`config.mk`:
```
export PLATFORM = sky130hd
export DESIGN_NAME = two_tone_sine_synthesizer
export DESIGN_NICKNAME = d
export VERILOG_FILES = /design/src/design/tts_pkg.sv /design/src/design/two_tone_sine_synthesizer.sv
export SDC_FILE = /design/constraint.sdc
export NUM_CORES = 2
export LEC_CHECK = 0
export BUFFER_PORTS_ARGS = -buffer_cell sky130_fd_sc_hd__buf_2
export CORE_UTILIZATION = 35
export DETAILED_ROUTE_END_ITERATION = 10
export HOLD_SLACK_MARGIN = 0.08
export PLACE_DENSITY = 0.53
export SETUP_SLACK_MARGIN = 0.02
export SLEW_MARGIN = 10
export SYNTH_ARGS = -nofsm -noshare
export SYNTH_HDL_FRONTEND = slang
export SYNTH_SLANG_ARGS = --single-unit
```
`constraint.sdc`:
```
create_clock -name clk -period 9.2 [get_ports clk]
set_clock_uncertainty 0.15 [all_clocks]
set_input_delay 0.46 -clock clk [delete_from_list [all_inputs] [get_ports clk]]
set_output_delay 0.46 -clock clk [all_outputs]
set_load 0.005 [all_outputs]
```
`src/design/tts_pkg.sv`:
```
`timescale 1ns / 1ps
// ----------------------------------------------------------------------------
// tts_pkg - shared definitions for the two-tone sine synthesizer
// Table geometry, fixed-point constants, register indexes and the sine lookup.
// ----------------------------------------------------------------------------
package tts_pkg;

  localparam int SINE_TABLE_ENTRIES = 1024;
  localparam int TONE_COUNT         = 2;

  localparam int PHASE_BITS      = 32;
  localparam int IDX_BITS        = $clog2(SINE_TABLE_ENTRIES);
  localparam int QUARTER_ENTRIES = SINE_TABLE_ENTRIES / 4;
  localparam int QTR_BITS        = $clog2(QUARTER_ENTRIES);

  localparam int MID_CODE  = 128;
  localparam int MAX_CODE  = 255;
  localparam int FRAC_BITS = 23;

  localparam logic [63:0] Q30_ONE     = 64'd1 << 30;
  localparam logic [63:0] HALF_PI_Q30 = 64'd1686629713;
  localparam logic [63:0] STEP_Q30    = Q30_ONE / QUARTER_ENTRIES;

  // Taylor series denominators (2n)(2n+1) for n = 1..7.
  localparam logic [63:0] TAYLOR_DIV [1:7] = '{64'd6, 64'd20, 64'd42, 64'd72,
                                              64'd110, 64'd156, 64'd210};

  typedef enum logic [1:0] {
    REG_TONE_A_AMP  = 2'd0,
    REG_TONE_B_AMP  = 2'd1,
    REG_TONE_A_STEP = 2'd2,
    REG_TONE_B_STEP = 2'd3
  } cfg_reg_t;

  typedef logic [15:0] quarter_rom_t [QUARTER_ENTRIES];

  // Magnitude of the sine at quarter-wave position m (0 .. QUARTER_ENTRIES),
  // in Q1.15, evaluated at elaboration to fill the constant table.
  function automatic logic [15:0] sine_mag(input int unsigned m);
    logic [63:0]        r;
    logic [63:0]        x;
    logic [63:0]        x2;
    logic [63:0]        t;
    logic [63:0]        s;
    logic signed [63:0] acc;
    r   = 64'(m) * STEP_Q30;
    x   = (r * HALF_PI_Q30) >> 30;
    x2  = (x * x) >> 30;
    t   = x;
    acc = $signed(x);
    for (int n = 1; n <= 7; n++) begin
      t = ((t * x2) >> 30) / TAYLOR_DIV[n];
      if ((n % 2) == 1) begin
        acc = acc - $signed(t);
      end else begin
        acc = acc + $signed(t);
      end
    end
    if (acc < 0) begin
      acc = '0;
    end
    s = $unsigned(acc);
    if (s > Q30_ONE) begin
      s = Q30_ONE;
    end
    s = (s * 64'd32767 + (64'd1 << 29)) >> 30;
    return s[15:0];
  endfunction

  function automatic quarter_rom_t build_quarter();
    quarter_rom_t rom;
    for (int m = 0; m < QUARTER_ENTRIES; m++) begin
      rom[m] = sine_mag(m);
    end
    return rom;
  endfunction

  localparam quarter_rom_t SINE_QUARTER = build_quarter();
  localparam logic [15:0]  SINE_PEAK    = sine_mag(QUARTER_ENTRIES);

  // Full-wave sine of a phase, folded onto the quarter-wave table.
  function automatic logic signed [15:0] tone_sine(input logic [PHASE_BITS-1:0] phase);
    logic [IDX_BITS-1:0] idx;
    logic [1:0]          quad;
    logic [QTR_BITS-1:0] low;
    logic [QTR_BITS-1:0] mirror;
    logic [15:0]         mag;
    idx    = phase[PHASE_BITS-1 -: IDX_BITS];
    quad   = idx[IDX_BITS-1 -: 2];
    low    = idx[QTR_BITS-1:0];
    mirror = ~low + QTR_BITS'(1);
    if (!quad[0]) begin
      mag = SINE_QUARTER[low];
    end else if (low == '0) begin
      mag = SINE_PEAK;
    end else begin
      mag = SINE_QUARTER[mirror];
    end
    if (quad[1]) begin
      return -$signed(mag);
    end
    return $signed(mag);
  endfunction

endpackage

```
`src/design/two_tone_sine_synthesizer.sv`:
```
`timescale 1ns / 1ps
// ----------------------------------------------------------------------------
// two_tone_sine_synthesizer - two-tone DDS with a saturating 8-bit DAC code
// Phase accumulators, quarter-wave sine lookup, scaling, sum and clipping.
// ----------------------------------------------------------------------------
// Usage:
// Every word accepted on the in_ stream is one sample tick. Bit 0 of in_tdata
// is the restart flag, which clears both phase accumulators and the sample
// count before that sample is formed. Each tick yields exactly one word on the
// out_ stream carrying the DAC code, the running sample count and a clip flag.
// The cfg_ port writes the amplitude and phase step registers; the user must
// make writes only while no samples are in flight (the block does not enforce it).
// An accepted input word is registered in the first stage and then in the
// output register, which drives out_tvalid. The block sustains one word per
// clock while out_tready stays high: the first register stage does the phase
// update and the sine table lookup, the second does the two amplitude
// multiplies, the sum and the saturation into the output register.
// When the receiver holds out_tready low the output word stays put, the first
// stage may still fill, and in_tready drops only once both stages are full.
// A synchronous low on rst_n empties the pipeline, zeroes the phases and the
// count, and loads the register defaults. No clearing pass is needed.
// ----------------------------------------------------------------------------
module two_tone_sine_synthesizer (
  input  logic        clk,
  input  logic        rst_n,
  input  logic        in_tvalid,
  output logic        in_tready,
  input  logic [7:0]  in_tdata,    // [0] restart, [7:1] zero fill
  output logic        out_tvalid,
  input  logic        out_tready,
  output logic [39:0] out_tdata,   // [7:0] dac_code, [39:8] samples_made
  output logic        out_tuser,   // [0] clipped
  input  logic        cfg_wen,
  input  logic [1:0]  cfg_index,
  input  logic [31:0] cfg_wdata
);

  localparam int PB       = tts_pkg::PHASE_BITS;
  localparam int SUM_BITS = 35;
  localparam logic signed [SUM_BITS-1:0] MID_OFFSET =
    SUM_BITS'(tts_pkg::MID_CODE) << tts_pkg::FRAC_BITS;

  // Configuration registers.
  logic [15:0]   amp_a_r;
  logic [15:0]   amp_b_r;
  logic [PB-1:0] step_a_r;
  logic [PB-1:0] step_b_r;

  // Running state: only these feed back from one sample to the next.
  logic [PB-1:0] phase_a_r;
  logic [PB-1:0] phase_b_r;
  logic [31:0]   count_r;

  logic [PB-1:0] phase_a_cur;
  logic [PB-1:0] phase_b_cur;
  logic [PB-1:0] phase_a_nxt;
  logic [PB-1:0] phase_b_nxt;
  logic [31:0]   count_nxt;

  // First stage: looked-up sine values of the current phases.
  logic               s1_valid_r;
  logic signed [15:0] s1_sine_a_r;
  logic signed [15:0] s1_sine_b_r;
  logic [31:0]        s1_count_r;

  // Output register.
  logic        out_valid_r;
  logic [7:0]  out_code_r;
  logic        out_clip_r;
  logic [31:0] out_count_r;

  logic in_fire;
  logic s2_ready;
  logic restart;

  logic signed [32:0]         prod_a;
  logic signed [32:0]         prod_b;
  logic signed [SUM_BITS-1:0] total;
  logic [7:0]                 code;
  logic                       clip;

  // The output register can take a word when empty or being emptied, and
  // the first stage can take one when empty or moving into the output.
  assign s2_ready  = !out_valid_r || out_tready;
  assign in_tready = !s1_valid_r || s2_ready;
  assign in_fire   = in_tvalid && in_tready;
  assign restart   = in_tdata[0];

  always_ff @(posedge clk) begin
    if (!rst_n) begin
      amp_a_r  <= 16'd10240;
      amp_b_r  <= 16'd20480;
      step_a_r <= 32'd1288490;
      step_b_r <= 32'd2147484;
    end else if (cfg_wen) begin
      unique case (cfg_index)
        tts_pkg::REG_TONE_A_AMP:  amp_a_r  <= cfg_wdata[15:0];
        tts_pkg::REG_TONE_B_AMP:  amp_b_r  <= cfg_wdata[15:0];
        tts_pkg::REG_TONE_A_STEP: step_a_r <= cfg_wdata;
        tts_pkg::REG_TONE_B_STEP: step_b_r <= cfg_wdata;
        default: ;
      endcase
    end
  end

  // A restart zeroes the phases and the count before this sample uses them.
  always_comb begin
    phase_a_cur = restart ? '0 : phase_a_r;
    phase_b_cur = restart ? '0 : phase_b_r;
    phase_a_nxt = phase_a_cur + step_a_r;
    // With a single tone the second accumulator does not advance.
    phase_b_nxt = (tts_pkg::TONE_COUNT > 1) ? (phase_b_cur + step_b_r) : phase_b_cur;
    count_nxt   = (restart ? 32'd0 : count_r) + 32'd1;
  end

  always_ff @(posedge clk) begin
    if (!rst_n) begin
      phase_a_r <= '0;
      phase_b_r <= '0;
      count_r   <= '0;
    end else if (in_fire) begin
      phase_a_r <= phase_a_nxt;
      phase_b_r <= phase_b_nxt;
      count_r   <= count_nxt;
    end
  end

  always_ff @(posedge clk) begin
    if (!rst_n) begin
      s1_valid_r <= 1'b0;
    end else if (in_tready) begin
      s1_valid_r <= in_tvalid;
    end
  end

  always_ff @(posedge clk) begin
    if (in_fire) begin
      s1_sine_a_r <= tts_pkg::tone_sine(phase_a_cur);
      s1_sine_b_r <= (tts_pkg::TONE_COUNT > 1) ? tts_pkg::tone_sine(phase_b_cur) : 16'sd0;
      s1_count_r  <= count_nxt;
    end
  end

  // Each product is Q9.23; the midscale offset is added in the same format
  // and the integer part is the floor of the total.
  always_comb begin
    prod_a = $signed({1'b0, amp_a_r}) * s1_sine_a_r;
    prod_b = $signed({1'b0, amp_b_r}) * s1_sine_b_r;
    total  = SUM_BITS'(prod_a) + SUM_BITS'(prod_b) + MID_OFFSET;
    if (total[SUM_BITS-1]) begin
      code = 8'd0;
      clip = 1'b1;
    end else if (|total[SUM_BITS-2:tts_pkg::FRAC_BITS+8]) begin
      code = 8'(tts_pkg::MAX_CODE);
      clip = 1'b1;
    end else begin
      code = total[tts_pkg::FRAC_BITS+7:tts_pkg::FRAC_BITS];
      clip = 1'b0;
    end
  end

  always_ff @(posedge clk) begin
    if (!rst_n) begin
      out_valid_r <= 1'b0;
    end else if (s2_ready) begin
      out_valid_r <= s1_valid_r;
    end
  end

  always_ff @(posedge clk) begin
    if (s2_ready && s1_valid_r) begin
      out_code_r  <= code;
      out_clip_r  <= clip;
      out_count_r <= s1_count_r;
    end
  end

  assign out_tvalid = out_valid_r;
  assign out_tdata  = {out_count_r, out_code_r};
  assign out_tuser  = out_clip_r;

endmodule

```
==> results.toml <==
[detailed_routing]
drc = 0
wl_per_cell_um = 26.1
vias_per_cell = 6.10
firstDrtPassIters = 7
totalWireLength_mm = 218
drt_iter0_markers = 5966
ant_nets = 0
vias = 50900

[final_layout]
area_delta_synth_final_pct = 6.60
nNetsFinal = 7305
final_cell_mix = "816 x nand2_1, 620 x inv_1, 519 x a21oi_1"
drive_gt1_frac = 0.0704
fin_area_sq_mm = 0.0545
n_fill_cell = 15100
layout_commonest_cell = "nand2_1"

[power_and_ir_drop]
total_power_mw = 6.60
leakagePower_nw = 23.1
p_per_area_mw_per_mm2 = 121
ir_drop_mv = 0.146

[clock_network]
insertion_delay_ns = 0.59
htree_levels = 2
cts_buffers = 37
cts.path.max_buffers = 3
clk_pin_slew_ns = 0.06
cts_sinks = 299
cts_tree = "built"
root_buffer = "clkbuf_16"
cts_setup_buffers = 0

[synth]
synth_area_sq_mm = 0.0512
synthCells = 6621
ys_ff_latch = 299
synth_compound_area_frac = 0.235
synth_cell_type_count = 113
synth_top_family_by_area = "adder cells"
yosys_warnings = 0
synthMuxAreaShare = 0.0167
synthAdderAreaFrac = 0.276
synthFlopType = "dfxtp_1"
synthSimpleGateAreaFrac = 0.213
syn_nets = 7517
postSynthAreaPerCell_sq_um = 7.73
synthArstFlopShare = 0
synth_edf_count = 105
synth.yosys.seq_area_share = 0.138
synthXorXnorAreaFrac = 0.0256

[setup_path]
reg2reg_to = "out_code_r[0]"
regToRegSetupSlack_ns = 0.63
cp.arrival_ns = 8.85
ff2ff_path_depth = 26
cpPeakStageDelay_ns = 0.76
critPathTopFamily = "adder cells"
startpoint_type = "flop"
path_buf_inv = 6
critical_path_depth = 26
cpMostUsedCell = "fa_1"
cp-end-kind = "flop"
critPathLaunch = "s1_sine_a_r[8]"
cp_max_fo = 16
crit_end = "out_code_r[0]"
required_ns = 9.49
worstReg2RegStart = "s1_sine_a_r[8]"
slowest_stage = "edfxtp_1"
worstSetupPathType = "flop to flop"

[placement]
io_buffers = 82
place_congestion = 1.01
post_dp_cell_area_sq_mm = 0.0529
pre_cts_ws_ns = 0.466
place_hpwl_mm = 157

[floorplan]
die_y_um = 384
coreArea_sq_mm = 0.144
start_util = 0.354
die_w_um = 384
rows = 139
die_area_sq_mm = 0.148
ios = 90

[sta]
hold_violations = 0
rsz0062_at_grt = "false"
finalMaxSlewViolations = 0
period_needed_ns = 8.57
relSlewSlack = 0.170
fin_ws_ns = 0.632
setup_viol = 0
tightestPinTransition_ns = 1.23
finalSetupTns_ns = 0
period_share = 0.931
hold_slack_ns = 0.111
max_freq_mhz = 117

[flow_run]
cap_violations = 0

[hold_path]
hold_class = "input pin to flop"
worstHoldPathCells = 3
hp-start = "cfg_wdata[12]"

[global_route]
antenna_found_initial = 9
grt_max_degree = 101
grt_use_total = 0.290
grt_pass1_vias = 49600
overflow = 0
grt_pass1_wl_mm = 327

[outcome]
status = "finished clean"
cell usage after synthesis, types with 27 or more instances:
| library cell | instances | share of area |
|---|---|---|
| nand2_1 | 817 | 0.060 |
| inv_1 | 622 | 0.046 |
| a21oi_1 | 519 | 0.051 |
| fa_1 | 461 | 0.18 |
| nor2_1 | 423 | 0.031 |
| ha_1 | 388 | 0.095 |
| o21ai_0 | 350 | 0.034 |
| and2_1 | 334 | 0.041 |
| clkbuf_1 | 283 | 0.021 |
| dfxtp_1 | 194 | 0.076 |
| buf_2 | 166 | 0.016 |
| nand3_1 | 150 | 0.015 |
| a211oi_1 | 120 | 0.018 |
| nor3_1 | 112 | 0.011 |
| edfxtp_1 | 105 | 0.062 |
| nor2b_1 | 102 | 0.012 |
| xnor2_1 | 95 | 0.016 |
| a31oi_1 | 91 | 0.011 |
| o211ai_1 | 82 | 0.012 |
| nand2b_1 | 78 | 0.0095 |
| a21o_1 | 64 | 0.0094 |
| a311oi_1 | 58 | 0.0099 |
| mux2i_1 | 54 | 0.011 |
| o221ai_1 | 49 | 0.0084 |
| a221oi_1 | 44 | 0.0075 |
| xor2_1 | 42 | 0.0072 |
| buf_4 | 38 | 0.0056 |
| or3_1 | 36 | 0.0044 |
| buf_1 | 35 | 0.0026 |
| o21a_1 | 33 | 0.0048 |
| nand4_1 | 32 | 0.0039 |
| o31ai_1 | 32 | 0.0047 |
| o22ai_1 | 30 | 0.0037 |
| o311ai_0 | 28 | 0.0048 |
| a211o_1 | 27 | 0.0046 |
power breakdown:
part           total [mW]  switching (mW)  internal (mW)
logic                3.42            2.08           1.34
clock network        1.61           0.645          0.961
registers            1.57           0.114           1.45
timing repair:
item	in CTS	in global routing
endpoints found under the setup margin	0	8
hold buffers	31	0
endpoints found under the hold margin	67	0
resized for setup	0	1
routing by layer:
| metal | global-route usage | vias up | routed length, um |
|---|---|---|---|
| li1 | - | 22500 | - |
| met1 | 0.401 | 25000 | 93400 |
| met2 | 0.436 | 2818 | 92800 |
| met3 | 0.0575 | 608 | 21300 |
| met4 | 0.124 | 6 | 10300 |
| met5 | 0 | - | 46 |
per-stage QoR:
step | utilization | instances
after floorplan | - | 6621
after global placement | 0.367 | 8242
after detailed placement | 0.367 | 8242
after CTS | 0.378 | 8339
after global routing | 0.378 | 8339
final | 0.378 | 8340
cell type report:
class / count / area [sq um] / area share
tap: 1903 / 2380 / 0.0437
clock inverter: 17 / 279 / 0.00512
sequential: 299 / 7050 / 0.129
clock buffer: 49 / 1020 / 0.0187
inverter: 646 / 2440 / 0.0448
timing repair buffer: 291 / 2100 / 0.0386
antenna: 1 / 2.50 / 0.0000459
multi-input combinational: 5134 / 39300 / 0.720
cell families after synthesis:
logic type | Yosys count
adder cells (fa/ha/maj) | 851
multiplexers | 74
buffers and inverters | 1188
flip-flops | 299
AND/OR/NAND/NOR | 2247
AO/OA/AOI/OAI | 1820
XOR/XNOR | 142
worst min-delay path by stage:
stage / end / slack, ns
after floorplan: out_count_r[0] / 0.25
after global placement: out_count_r[31] / 0.25
after detailed placement: out_count_r[2] / 0.25
after CTS: step_b_r[8] / 0.09
after global routing: step_b_r[8] / 0.10
final: step_a_r[12] / 0.11
sequential cells by signal (all words and copies together), names as in the netlist, 8 cells and up:
signal / flops
phase_a_r: 32
phase_b_r: 32
count_r: 32
out_count_r: 32
amp_b_r: 16
s1_sine_a_r: 16
step_b_r: 32
s1_sine_b_r: 16
amp_a_r: 16
s1_count_r: 32
out_code_r: 8
step_a_r: 32
worst reg2reg max path: cells and delay by family (launching register included):
| family | cells | cell delay [ns] |
|---|---|---|
| adders and majority gates | 9 | 4.44 |
| AOI/OAI and AO/OA | 8 | 2.05 |
| DFF | 1 | 0.76 |
| and+or+nand+nor | 3 | 0.56 |
| buffers and inverters | 6 | 0.44 |
No activity file was read; power rests on OpenSTA's default activity.
